File: config.mk
export PLATFORM = sky130hd
export DESIGN_NAME = ihe_core
export DESIGN_NICKNAME = d
export VERILOG_FILES = /design/src/rtl/ihe_pkg.sv /design/src/rtl/ihe_core.sv
export SDC_FILE = /design/constraint.sdc
export NUM_CORES = 1
export LEC_CHECK = 0
export ABC_AREA = 1
export BUFFER_PORTS_ARGS = -buffer_cell sky130_fd_sc_hd__buf_2
export CAP_MARGIN = 20
export CORE_ASPECT_RATIO = 1.2
export CORE_MARGIN = 5
export CORE_UTILIZATION = 30
export DETAILED_ROUTE_END_ITERATION = 7
export GPL_TIMING_DRIVEN = 0
export PLACE_DENSITY = 0.52
export SYNTH_ARGS = -nofsm -noshare
export SYNTH_HDL_FRONTEND = slang
export SYNTH_SLANG_ARGS = --single-unit
export TNS_END_PERCENT = 100
File: constraint.sdc
create_clock -name clk_i -period 8.4 [get_ports clk_i]
set_input_delay 0 -clock clk_i [delete_from_list [all_inputs] [get_ports clk_i]]
set_output_delay 0 -clock clk_i [all_outputs]
set_load 0.02 [all_outputs]
File: src/rtl/ihe_pkg.sv
// Shared sizes, codes, types and helper functions of the integral histogram engine.
package ihe_pkg;

  // Table limits
  localparam int MAX_WIDTH  = 64;
  localparam int MAX_HEIGHT = 64;
  localparam int MAX_BINS   = 64;

  // Index and counter widths derived from the limits
  localparam int COL_W  = $clog2(MAX_WIDTH);
  localparam int ROW_W  = $clog2(MAX_HEIGHT);
  localparam int BIN_W  = (MAX_BINS > 1) ? $clog2(MAX_BINS) : 1;
  localparam int WCNT_W = $clog2(MAX_WIDTH + 1);
  localparam int HCNT_W = $clog2(MAX_HEIGHT + 1);
  localparam int BCNT_W = $clog2(MAX_BINS + 1);
  localparam int ADDR_W = BIN_W + ROW_W + COL_W;

  // Fixed field widths
  localparam int CNT_W     = 13;
  localparam int LABEL_W   = 10;
  localparam int COORD_W   = 6;
  localparam int CFG_W     = 11;
  localparam int CFG_IDX_W = 2;
  localparam int WREG_W    = 7;
  localparam int HREG_W    = 7;
  localparam int BREG_W    = 11;

  // Item kinds
  localparam logic KIND_LOAD  = 1'b0;
  localparam logic KIND_QUERY = 1'b1;

  // Register indexes
  localparam logic [CFG_IDX_W-1:0] REG_ACTIVE_WIDTH  = 2'd0;
  localparam logic [CFG_IDX_W-1:0] REG_ACTIVE_HEIGHT = 2'd1;
  localparam logic [CFG_IDX_W-1:0] REG_ACTIVE_BINS   = 2'd2;

  // Kind of read response in flight
  typedef enum logic [1:0] {
    RSP_DG   = 2'd0,
    RSP_CELL = 2'd1,
    RSP_Q1   = 2'd2,
    RSP_Q2   = 2'd3
  } rsp_op_e;

  // Active sizes after clamping
  typedef struct packed {
    logic [WCNT_W-1:0] width;
    logic [HCNT_W-1:0] height;
    logic [BCNT_W-1:0] num_bins;
  } cfg_t;

  // One input beat
  typedef struct packed {
    logic               kind;
    logic [LABEL_W-1:0] label;
    logic [COORD_W-1:0] left_col;
    logic [COORD_W-1:0] top_row;
    logic [COORD_W-1:0] right_col;
    logic [COORD_W-1:0] bottom_row;
    logic [LABEL_W-1:0] query_bin;
  } item_t;

  // Table access of one cycle
  typedef struct packed {
    logic              we;
    logic [ADDR_W-1:0] waddr;
    logic [CNT_W-1:0]  wdata;
    logic [ADDR_W-1:0] raddr_a;
    logic [ADDR_W-1:0] raddr_b;
  } mem_req_t;

  // Map zero to one and anything above the limit to the limit
  function automatic logic [CFG_W-1:0] clamp_reg(input logic [CFG_W-1:0] v, input int limit);
    logic [CFG_W-1:0] r;
    if (v == '0) r = CFG_W'(1);
    else if (32'(v) > limit) r = CFG_W'(limit);
    else r = v;
    return r;
  endfunction

  // Pull a query column onto the last table column when out of range
  function automatic logic [COL_W-1:0] clamp_col(input logic [COORD_W-1:0] v);
    logic [COL_W-1:0] r;
    if (32'(v) >= MAX_WIDTH) r = COL_W'(MAX_WIDTH - 1);
    else r = COL_W'(v);
    return r;
  endfunction

  // Pull a query row onto the last table row when out of range
  function automatic logic [ROW_W-1:0] clamp_row(input logic [COORD_W-1:0] v);
    logic [ROW_W-1:0] r;
    if (32'(v) >= MAX_HEIGHT) r = ROW_W'(MAX_HEIGHT - 1);
    else r = ROW_W'(v);
    return r;
  endfunction

endpackage

File: src/rtl/ihe_core.sv
// Sequencer and read-modify-write datapath over the integral count table.
module ihe_core (
  input  logic                      clk_i,
  input  logic                      rst_ni,
  input  ihe_pkg::cfg_t             cfg_i,
  input  logic                      start_i,
  input  ihe_pkg::item_t            item_i,
  output logic                      busy_o,
  output ihe_pkg::mem_req_t         mem_req_o,
  input  logic [ihe_pkg::CNT_W-1:0] rd_a_i,
  input  logic [ihe_pkg::CNT_W-1:0] rd_b_i,
  output logic                      rect_valid_o,
  output logic [ihe_pkg::CNT_W-1:0] rect_count_o
);

  typedef enum logic [3:0] {
    ST_IDLE = 4'b0001,
    ST_LOAD = 4'b0010,
    ST_QRY1 = 4'b0100,
    ST_QRY2 = 4'b1000
  } state_e;

  typedef struct packed {
    logic                       valid;
    ihe_pkg::rsp_op_e           op;
    logic                       use_hold;
    logic                       row0;
    logic                       col0;
    logic                       hit;
    logic [ihe_pkg::BIN_W-1:0]  bin;
    logic [ihe_pkg::ADDR_W-1:0] waddr;
  } rsp_t;

  state_e                      state_q, state_d;
  logic [ihe_pkg::BIN_W-1:0]   bin_q, bin_d;
  logic                        dg_have_q, dg_have_d;
  logic [ihe_pkg::COL_W-1:0]   lcol_q, lcol_d;
  logic [ihe_pkg::ROW_W-1:0]   lrow_q, lrow_d;
  logic [ihe_pkg::BCNT_W-1:0]  prev_bins_q, prev_bins_d;
  rsp_t                        rsp_q, rsp_d;

  logic [ihe_pkg::LABEL_W-1:0] label_q;
  logic [ihe_pkg::COL_W-1:0]   tu_q, bu_q;
  logic [ihe_pkg::ROW_W-1:0]   tv_q, bv_q;
  logic [ihe_pkg::BIN_W-1:0]   qbin_q;
  logic                        qok_q;

  logic [ihe_pkg::CNT_W-1:0]   dg_hold_q, dg_hold_d;
  logic [ihe_pkg::CNT_W-1:0]   sum_q, sum_d;
  logic [ihe_pkg::CNT_W-1:0]   count_q, count_d;
  logic                        valid_q, valid_d;

  logic [ihe_pkg::CNT_W-1:0]   dg_cache [ihe_pkg::MAX_BINS];
  logic [ihe_pkg::CNT_W-1:0]   cache_rd_q;
  logic                        cache_we;

  logic                        accept;
  logic                        need_dg;
  logic                        last_bin;
  logic [ihe_pkg::WCNT_W-1:0]  col_nx;
  logic [ihe_pkg::HCNT_W-1:0]  row_nx;
  logic [ihe_pkg::ADDR_W-1:0]  up_addr, lf_addr, dg_addr;
  logic [ihe_pkg::ADDR_W-1:0]  raddr_a, raddr_b;
  logic [ihe_pkg::CNT_W-1:0]   up_val, lf_val, dg_val, new_val;

  assign busy_o = (state_q != ST_IDLE) || rsp_q.valid;
  assign accept = start_i && !busy_o;

  // Neighbour addresses of the cell under update
  assign up_addr = {bin_q, lrow_q - ihe_pkg::ROW_W'(1), lcol_q};
  assign lf_addr = {bin_q, lrow_q, lcol_q - ihe_pkg::COL_W'(1)};
  assign dg_addr = {bin_q, lrow_q - ihe_pkg::ROW_W'(1), lcol_q - ihe_pkg::COL_W'(1)};

  // The diagonal comes from the cache only for bins updated at the previous pixel
  assign need_dg  = (lrow_q != '0) && (lcol_q != '0) && !dg_have_q
                    && (ihe_pkg::BCNT_W'(bin_q) >= prev_bins_q);
  assign last_bin = (ihe_pkg::BCNT_W'(bin_q) + ihe_pkg::BCNT_W'(1)) >= cfg_i.num_bins;
  assign col_nx   = ihe_pkg::WCNT_W'(lcol_q) + ihe_pkg::WCNT_W'(1);
  assign row_nx   = ihe_pkg::HCNT_W'(lrow_q) + ihe_pkg::HCNT_W'(1);

  // Issue side: sequence bins of a load, corner pairs of a query
  always_comb begin
    state_d     = state_q;
    bin_d       = bin_q;
    dg_have_d   = dg_have_q;
    lcol_d      = lcol_q;
    lrow_d      = lrow_q;
    prev_bins_d = prev_bins_q;
    rsp_d       = '0;
    raddr_a     = '0;
    raddr_b     = '0;
    case (state_q)
      ST_IDLE: begin
        if (accept) begin
          state_d   = (item_i.kind == ihe_pkg::KIND_LOAD) ? ST_LOAD : ST_QRY1;
          bin_d     = '0;
          dg_have_d = 1'b0;
        end
      end
      ST_LOAD: begin
        if (need_dg) begin
          raddr_a   = dg_addr;
          rsp_d.valid = 1'b1;
          rsp_d.op  = ihe_pkg::RSP_DG;
          rsp_d.bin = bin_q;
          dg_have_d = 1'b1;
        end else begin
          raddr_a        = up_addr;
          raddr_b        = lf_addr;
          rsp_d.valid    = 1'b1;
          rsp_d.op       = ihe_pkg::RSP_CELL;
          rsp_d.use_hold = dg_have_q;
          rsp_d.row0     = (lrow_q == '0);
          rsp_d.col0     = (lcol_q == '0);
          rsp_d.hit      = (label_q == ihe_pkg::LABEL_W'(bin_q));
          rsp_d.bin      = bin_q;
          rsp_d.waddr    = {bin_q, lrow_q, lcol_q};
          dg_have_d      = 1'b0;
          if (last_bin) begin
            state_d     = ST_IDLE;
            prev_bins_d = cfg_i.num_bins;
            // Advance the raster position
            if (col_nx >= cfg_i.width) begin
              lcol_d = '0;
              if (row_nx >= cfg_i.height) lrow_d = '0;
              else lrow_d = row_nx[ihe_pkg::ROW_W-1:0];
            end else begin
              lcol_d = col_nx[ihe_pkg::COL_W-1:0];
            end
          end else begin
            bin_d = bin_q + ihe_pkg::BIN_W'(1);
          end
        end
      end
      ST_QRY1: begin
        raddr_a     = {qbin_q, tv_q, tu_q};
        raddr_b     = {qbin_q, bv_q, bu_q};
        rsp_d.valid = 1'b1;
        rsp_d.op    = ihe_pkg::RSP_Q1;
        state_d     = ST_QRY2;
      end
      ST_QRY2: begin
        raddr_a     = {qbin_q, tv_q, bu_q};
        raddr_b     = {qbin_q, bv_q, tu_q};
        rsp_d.valid = 1'b1;
        rsp_d.op    = ihe_pkg::RSP_Q2;
        state_d     = ST_IDLE;
      end
      default: begin
        state_d = ST_IDLE;
      end
    endcase
  end

  // Response side: combine read data and write back
  always_comb begin
    up_val    = rsp_q.row0 ? '0 : rd_a_i;
    lf_val    = rsp_q.col0 ? '0 : rd_b_i;
    dg_val    = (rsp_q.row0 || rsp_q.col0) ? '0 : (rsp_q.use_hold ? dg_hold_q : cache_rd_q);
    new_val   = up_val + lf_val - dg_val + ihe_pkg::CNT_W'(rsp_q.hit);
    cache_we  = 1'b0;
    dg_hold_d = dg_hold_q;
    sum_d     = sum_q;
    count_d   = count_q;
    valid_d   = 1'b0;
    mem_req_o.we    = 1'b0;
    mem_req_o.waddr = rsp_q.waddr;
    mem_req_o.wdata = new_val;
    if (rsp_q.valid) begin
      case (rsp_q.op)
        ihe_pkg::RSP_DG: begin
          dg_hold_d = rd_a_i;
        end
        ihe_pkg::RSP_CELL: begin
          mem_req_o.we = 1'b1;
          cache_we     = 1'b1;
        end
        ihe_pkg::RSP_Q1: begin
          sum_d = rd_a_i + rd_b_i;
        end
        ihe_pkg::RSP_Q2: begin
          count_d = qok_q ? (sum_q - rd_a_i - rd_b_i) : '0;
          valid_d = 1'b1;
        end
        default: begin
          valid_d = 1'b0;
        end
      endcase
    end
    mem_req_o.raddr_a = raddr_a;
    mem_req_o.raddr_b = raddr_b;
  end

  // Control state
  always_ff @(posedge clk_i or negedge rst_ni) begin
    if (!rst_ni) begin
      state_q     <= ST_IDLE;
      bin_q       <= '0;
      dg_have_q   <= 1'b0;
      lcol_q      <= '0;
      lrow_q      <= '0;
      prev_bins_q <= '0;
      rsp_q       <= '0;
      valid_q     <= 1'b0;
    end else begin
      state_q     <= state_d;
      bin_q       <= bin_d;
      dg_have_q   <= dg_have_d;
      lcol_q      <= lcol_d;
      lrow_q      <= lrow_d;
      prev_bins_q <= prev_bins_d;
      rsp_q       <= rsp_d;
      valid_q     <= valid_d;
    end
  end

  // Capture the accepted beat and hold datapath values
  always_ff @(posedge clk_i) begin
    if (accept) begin
      label_q <= item_i.label;
      tu_q    <= ihe_pkg::clamp_col(item_i.left_col);
      tv_q    <= ihe_pkg::clamp_row(item_i.top_row);
      bu_q    <= ihe_pkg::clamp_col(item_i.right_col);
      bv_q    <= ihe_pkg::clamp_row(item_i.bottom_row);
      qbin_q  <= item_i.query_bin[ihe_pkg::BIN_W-1:0];
      qok_q   <= (32'(item_i.query_bin) < 32'(cfg_i.num_bins));
    end
    dg_hold_q <= dg_hold_d;
    sum_q     <= sum_d;
    count_q   <= count_d;
  end

  // Per-bin copy of the up neighbour, the diagonal of the next pixel
  always_ff @(posedge clk_i) begin
    if (cache_we) begin
      dg_cache[rsp_q.bin] <= up_val;
    end
    cache_rd_q <= dg_cache[bin_q];
  end

  assign rect_valid_o = valid_q;
  assign rect_count_o = count_q;

endmodule

==> results of run 1 <==
## metal layers
| metal | wire, µm | track usage [%] |
|---|---|---|
| met2 | 72930 | 32.08 |
| met3 | 8215 | 2.138 |
| met5 | 0 | 0 |
| met4 | 7385 | 8.715 |
| met1 | 61420 | 24.03 |
## placed cells by master (no fill, tap or decap), drive strengths merged, types with 3 or more instances in the layout
cell type / count
a21oi: 160
xor2: 26
nor2: 190
dlygate4sd3: 109
edfxtp: 912
clkbuf: 155
nor3: 16
inv: 226
nand3: 523
diode: 4
o21a: 3
o21bai: 6
bufinv: 12
ha: 90
a21o: 4
nand2: 1455
nand4: 33
fa: 26
o21ai: 45
o211ai: 4
dfrtp: 61
a31oi: 7
dfxtp: 13
o22ai: 23
clkinv: 44
buf: 449
nand3b: 5
xnor2: 16
or2: 6
## area by class of cell
class                   instances  area [µm²]  area share, %
inverters                     223       847.1          1.596
plain buffers                 213        1368          2.577
diodes                          4       10.01        0.01886
clock buffers                 122        2594          4.887
multi-input cells            2648       12770          24.07
clock inverters                61       648.1          1.221
repair buffers                378        3196          6.021
well taps                    1950        2440          4.597
flip-flops and latches        987       29200          55.01
## through the flow
step	total power [W]	hold WS (ns)	setup WS, ns
6_report	0.01526	0.02854	3.564
5_1_grt	0.01597	0.01433	3.163
3_5_place_dp	0.01082	-0.06388	4.127
3_3_place_gp	0.01073	0.1786	-0.2264
2_1_floorplan	0.008822	-0.2956	4.239
4_1_cts	0.01536	0.003435	3.333
## kinds of logic after synthesis
family                     Yosys count  synth area share [%]
xor gates and xnor gates            42                0.8348
buffers and inverters              436                 5.026
adders and majority gates          116                 3.737
and+or+nand+nor                   2231                 20.95
AOI/OAI and AO/OA                  259                 3.186
DFF                                987                 66.26
## sequential cells by signal, indices dropped and copies added, names as in the netlist, 7 cells and up
signal / cells
dg_cache: 832
mem_req_o: 18
cache_rd_q: 13
dg_hold_q: 13
rect_count_o: 13
rsp_q: 13
sum_q: 13
label_q: 10
prev_bins_q: 7
## report_power, final
group | internal (W) | switching, W | leakage (nW) | total, W
Combinational | 0.00148 | 0.00354 | 10.5 | 0.00503
Sequential | 0.00568 | 0.0000592 | 9.19 | 0.00574
Clock | 0.00257 | 0.00193 | 1.59 | 0.00449
Total | 0.00973 | 0.00553 | 21.2 | 0.0153
## worst min path at each step
stage	start	to	cells after the start
3_3_place_gp	item_i[39]	label_q[5]$_DFFE_PP_	1
5_1_grt	item_i[39]	label_q[5]$_DFFE_PP_	2
2_1_floorplan	rst_ni	bin_q[0]$_DFFE_PN0P_	0
4_1_cts	item_i[39]	label_q[5]$_DFFE_PP_	2
6_report	item_i[39]	label_q[5]$_DFFE_PP_	2
3_5_place_dp	rst_ni	dg_have_q$_DFFE_PN0P_	1
==> impl_metrics.csv, run 1 <==
group,metric,value,unit
outcome,status,"finished, final reports clean",
setup_path,crit_path_end_kind,"output port",
setup_path,critPathLaunchType,"register",
min_path,worst_hold_path_type,"primary input to register",
sta,drv_slew,0,
sta,clock.fmax,206.8,MHz
cells_and_area,fill_cells,14510,
detailed_routing,viasPerCell,4.780,
clocking,cts_buffers,97,
clocking,postCtsHoldBufs,109,
floorplanning,core_area,146400,µm²
detailed_routing,drc,0,
grt,grt_antenna_before_repair,7,
synth,synth_cell_types,48,
synth,ys_seq_area_share,66.26,%
pwr,ir_worst_vdd,0.4081,mV
floorplanning,die-area,154700,µm²
setup_path,reg2reg_from,"bin_q[3]$_DFFE_PN0P_",
cells_and_area,final_area,53080,µm²
clocking,clock_sinks,987,
setup_path,startpoint,"rsp_q[26]$_DFF_PN0_",
cells_and_area,post-route-util,36.24,%
synth,ys_top_cells_by_area,"edfxtp_1 62%, nand2_1 12%, nand3_1 5.9%, dfrtp_1 3.5%, ha_1 2.6%",
setup_path,cp-endpoint,"mem_req_o[48]",
synth,netlist.area_leader.share,62.15,%
cells_and_area,stdcell_count,6586,
setup_path,timing.reg2reg.setup_slack,4.77,ns
floorplanning,initial_core_util,30.09,%
setup_path,cp.depth,15,
synth,synthArstFlopShare,6.282,%
synth,synth_area_leader_cell,"edfxtp_1",
sta,period_needed,4.836,ns
sta,setup-tns-final,0,ns
detailed_routing,vias,31480,
pwr,p_leak,21.23,nW
job,maxCapViolations,0,
grt,grtUsageTotal,18.80,%
sta,finalCritPeriodShare,57.58,%
cells_and_area,nNetsFinal,4759,
grt,grt_overflow,0,
clocking,clk_root_buffer_cell,"clkbuf_16",
detailed_routing,drt-total-wl,150000,µm
clocking,clock_path_buffers,3,
setup_path,crit_family,"simple AND/OR/NAND/NOR gates",
place,port_buffers,177,
place,dp_hpwl,111500,µm
floorplanning,rows,154,
synth,synth-seq-cells,987,
synth,syn_inst,4071,
setup_path,cp.arrival,4.84,ns
synth,synthTopCellsByCount,"1454 x nand2_1, 912 x edfxtp_1, 519 x nand3_1",
cells_and_area,layout-drive-gt1-share,13.54,%
synth,syn_nets,4282,
setup_path,cp_slowest_cell,"nor2_4",
synth,yosysMostFrequentCell,"nand2_1",
pwr,p_per_area,287.6,nW/µm²
setup_path,r2r_cells,13,
clocking,cts_tree,"built",
sta,tightest_slew,1.020,ns
setup_path,critical_path.max_fanout,25,
synth,ys.flop_type,"edfxtp_1",
detailed_routing,firstDrtPassIters,8,
grt,grt_pass1_wl,212800,µm
grt,grt_pass1_vias,30410,
clocking,clk_latency,0.73,ns
detailed_routing,drt_iter0_drc,3130,
floorplanning,ios,178,
cells_and_area,area_growth,20.45,%
detailed_routing,wl_per_cell,22.77,µm
sta,hold_viol,0,
setup_path,worstPathCellList,"clkbuf_1 > buf_8 > nor2_4 > inv_1 > fa_1 > inv_1 > ha_1 > a21oi_1 > o21ai_0 > nand2_1 > nand2_1 > nor2_1 > nand3_1 > nand2_1 > buf_2",
floorplanning,die_h,429.8,µm
synth,ys_warn_count,0,
setup_path,cpMostUsedCell,"nand2_1",
setup_path,max_stage_delay,0.73,ns
synth,syn-cell-area,44070,µm²
synth,syn_area_per_cell,10.82,µm²
place,gp_routability_congestion,0.9577,
setup_path,critPathRequiredTime,8.40,ns
setup_path,r2r_end,"bin_q[5]$_DFFE_PN0P_",
sta,slew_headroom,31.95,%
clocking,htreeDepth,3,
clocking,clk_pin_slew_worst_paths,0.06,ns
sta,rsz0062_at_grt,"false",
place,place_inst,6287,
detailed_routing,ant_nets,0,
setup_path,setup.worst_path.class,"register to output port",
floorplanning,die_x,359.9,µm
place,post_dp_cell_area,48710,µm²
sta,clock_skew,0.04800,ns
grt,grt_max_degree,43,
synth,synth-edff-count,912,
sta,final-setup-viol-count,0,
clocking,ctsResizeCount,0,
setup_path,critPathBufInv,5,
clocking,post_cts_buffers,0,
Power figures use the tool's default switching activity.
==> run 2: changes to the inputs <==
- PLACE_DENSITY: 0.52 -> 0.53
- clock period: 8.4 -> 4.3 ns (I/O delays scaled with it)
==> run 2 against run 1 <==
Compared with the run above:
- clock skew barely moved
- sequential power rose by 95%
- clock power rose by 91%
- sequential cell count did not move
- largest cell class unchanged
- highest routed layer is now met5
- critical path type unchanged
- design area rose by 0.33%
==> impl_metrics.csv, run 2 (synthesis gave the netlist of run 1 again) <==
group,metric,value,unit
outcome,status,"finished, final reports clean",
cells_and_area,fill_cells,14450,
cells_and_area,post-route-util,36.36,%
cells_and_area,seq_area,29200,µm²
job,maxCapViolations,0,
setup_path,crit_family,"buffers and inverters",
clocking,clock_path_buffers,3,
detailed_routing,wl_per_cell,22.65,µm
setup_path,max_stage_delay,0.53,ns
sta,drv_slew,0,
cells_and_area,layout-drive-gt1-share,13.63,%
detailed_routing,viasPerCell,4.810,
detailed_routing,drc,0,
floorplanning,die_h,429.8,µm
min_path,worst_hold_path_type,"primary input to register",
sta,whs,0.06510,ns
floorplanning,ios,178,
setup_path,setup.worst_path.class,"register to output port",
setup_path,cpMostUsedCell,"nand2_1",
grt,grt_antenna_before_repair,4,
min_path,whs_endpoint,"qbin_q[1]$_DFFE_PP_",
sta,clock.fmax,246.5,MHz
sta,clock_skew,0.04840,ns
sta,finalCritPeriodShare,94.33,%
setup_path,reg2reg_from,"bin_q[1]$_DFFE_PN0P_",
floorplanning,core_area,146400,µm²
floorplanning,die_x,359.9,µm
clocking,cts_tree,"built",
clocking,clk_root_buffer_cell,"clkbuf_16",
pwr,total_power,0.02967,W
clocking,clk_pin_slew_worst_paths,0.06,ns
grt,grt_overflow,0,
setup_path,cp_slowest_cell,"fa_1",
place,place_inst,6288,
sta,period_needed,4.056,ns
detailed_routing,drt-total-wl,149600,µm
sta,final-setup-viol-count,0,
cells_and_area,top_register,"dg_cache",
sta,tightest_slew,0.9695,ns
pwr,p_per_area,557.1,nW/µm²
place,dp_hpwl,110000,µm
detailed_routing,drt_iter0_drc,3108,
cells_and_area,final_cell_mix,"1454 x nand2_1, 912 x edfxtp_1, 519 x nand3_1",
setup_path,cp.arrival,4.06,ns
detailed_routing,ant_nets,0,
floorplanning,die-area,154700,µm²
detailed_routing,firstDrtPassIters,6,
setup_path,critical_path.max_fanout,26,
setup_path,critPathRequiredTime,4.30,ns
setup_path,crit_path_end_kind,"output port",
grt,grtUsageTotal,18.80,%
floorplanning,initial_core_util,30.09,%
cells_and_area,stdcell_count,6606,
setup_path,r2r_end,"prev_bins_q[2]$_DFFE_PN0P_",
floorplanning,rows,154,
sta,rsz0062_at_grt,"false",
clocking,clk_latency,0.73,ns
place,gp_routability_congestion,1.030,
setup_path,critPathLaunchType,"register",
grt,grt_pass1_wl,213800,µm
setup_path,worstPathCellList,"buf_2 > buf_8 > nor2_4 > buf_12 > inv_1 > fa_1 > inv_1 > ha_1 > a21oi_2 > o21ai_0 > nand2_1 > nand2_1 > nor2_4 > nand3_1 > nand2_1 > buf_2",
cells_and_area,multi_input_area,12790,µm²
grt,grt_pass1_vias,30600,
cells_and_area,final_common_cell,"nand2_1",
setup_path,critPathBufInv,6,
setup_path,timing.reg2reg.setup_slack,0.66,ns
place,port_buffers,177,
sta,slew_headroom,35.29,%
clocking,clock_sinks,987,
clocking,htreeDepth,3,
cells_and_area,nNetsFinal,4785,
grt,grt_max_degree,62,
setup_path,r2r_cells,17,
min_path,min_path_cells,2,
cells_and_area,largest_reg_flops,832,
pwr,ir_worst_vdd,1.177,mV
min_path,hold_start,"item_i[1]",
detailed_routing,vias,31780,
sta,hold_viol,0,
clocking,cts_buffers,97,
pwr,p_leak,21.29,nW
cells_and_area,area_growth,20.84,%
## run 2: worst reg2reg max path, stage by stage, from the launching register on
cell	delay, ns
dfrtp_1	0.40
buf_4	0.30
nand2_1	0.14
inv_2	0.34
buf_6	0.29
nand3_1	0.12
nor2_1	0.11
nand2_1	0.06
nand2_1	0.11
inv_1	0.05
ha_1	0.26
nand2_1	0.07
inv_1	0.04
a21oi_1	0.28
nand3_2	0.30
nand3_2	0.22
buf_2	0.31
o21ai_1	0.11
## run 2: worst max-delay path by stage
stage	start	endpoint	slack, ns	cells after the start
4_1_cts	rsp_q[26]$_DFF_PN0_	mem_req_o[48]	0.05	16
2_1_floorplan	rsp_q[26]$_DFF_PN0_	mem_req_o[47]	0.14	11
3_5_place_dp	rsp_q[26]$_DFF_PN0_	mem_req_o[48]	-0.16	16
6_report	rsp_q[26]$_DFF_PN0_	mem_req_o[48]	0.24	16
3_3_place_gp	rsp_q[26]$_DFF_PN0_	mem_req_o[48]	-4.38	14
5_1_grt	rsp_q[26]$_DFF_PN0_	mem_req_o[48]	0.02	16
## run 2: layout make-up
cell class / instances / share of cell area [%]
timing repair buffer: 403 / 6.452
sequential: 987 / 54.83
tap: 1950 / 4.582
clock inverter: 63 / 1.255
inverter: 223 / 1.591
antenna: 5 / 0.02350
buffer: 213 / 2.575
multi-input combinational: 2649 / 24.02
clock buffer: 113 / 4.671
## run 2: per-stage QoR
stage	cell area [µm²]	setup slack [ns]	TNS, ns
4_1_cts	53210	0.05010	0
3_3_place_gp	47390	-4.376	-1674.08
5_1_grt	53250	0.01908	0
2_1_floorplan	44070	0.1391	0
3_5_place_dp	48700	-0.1648	-0.1648
6_report	53250	0.2439	0
## run 2: what timing repair did
action	in CTS	in global routing
endpoints found under the hold margin	269	0
gates resized for setup	3	6
cloned	1	0
hold buffers	128	0
setup endpoints to repair	9	1
buffers inserted	6	1
pin swaps	6	1
## run 2: routing by layer
layer | global-route usage [%] | up-vias | routed length, µm
li1 | - | 14880 | -
met1 | 24.37 | 15400 | 60830
met2 | 31.58 | 1224 | 71910
met3 | 2.338 | 275 | 9328
met4 | 8.604 | 2 | 7557
met5 | 0 | - | 19
## run 2: power by group
group	internal [W]	leakage, nW	total (W)	switching, W
clock network	0.00473	1.53	0.00858	0.00385
logic	0.00293	10.6	0.00987	0.00694
registers	0.0111	9.19	0.0112	0.000118
total	0.0188	21.3	0.0297	0.0109
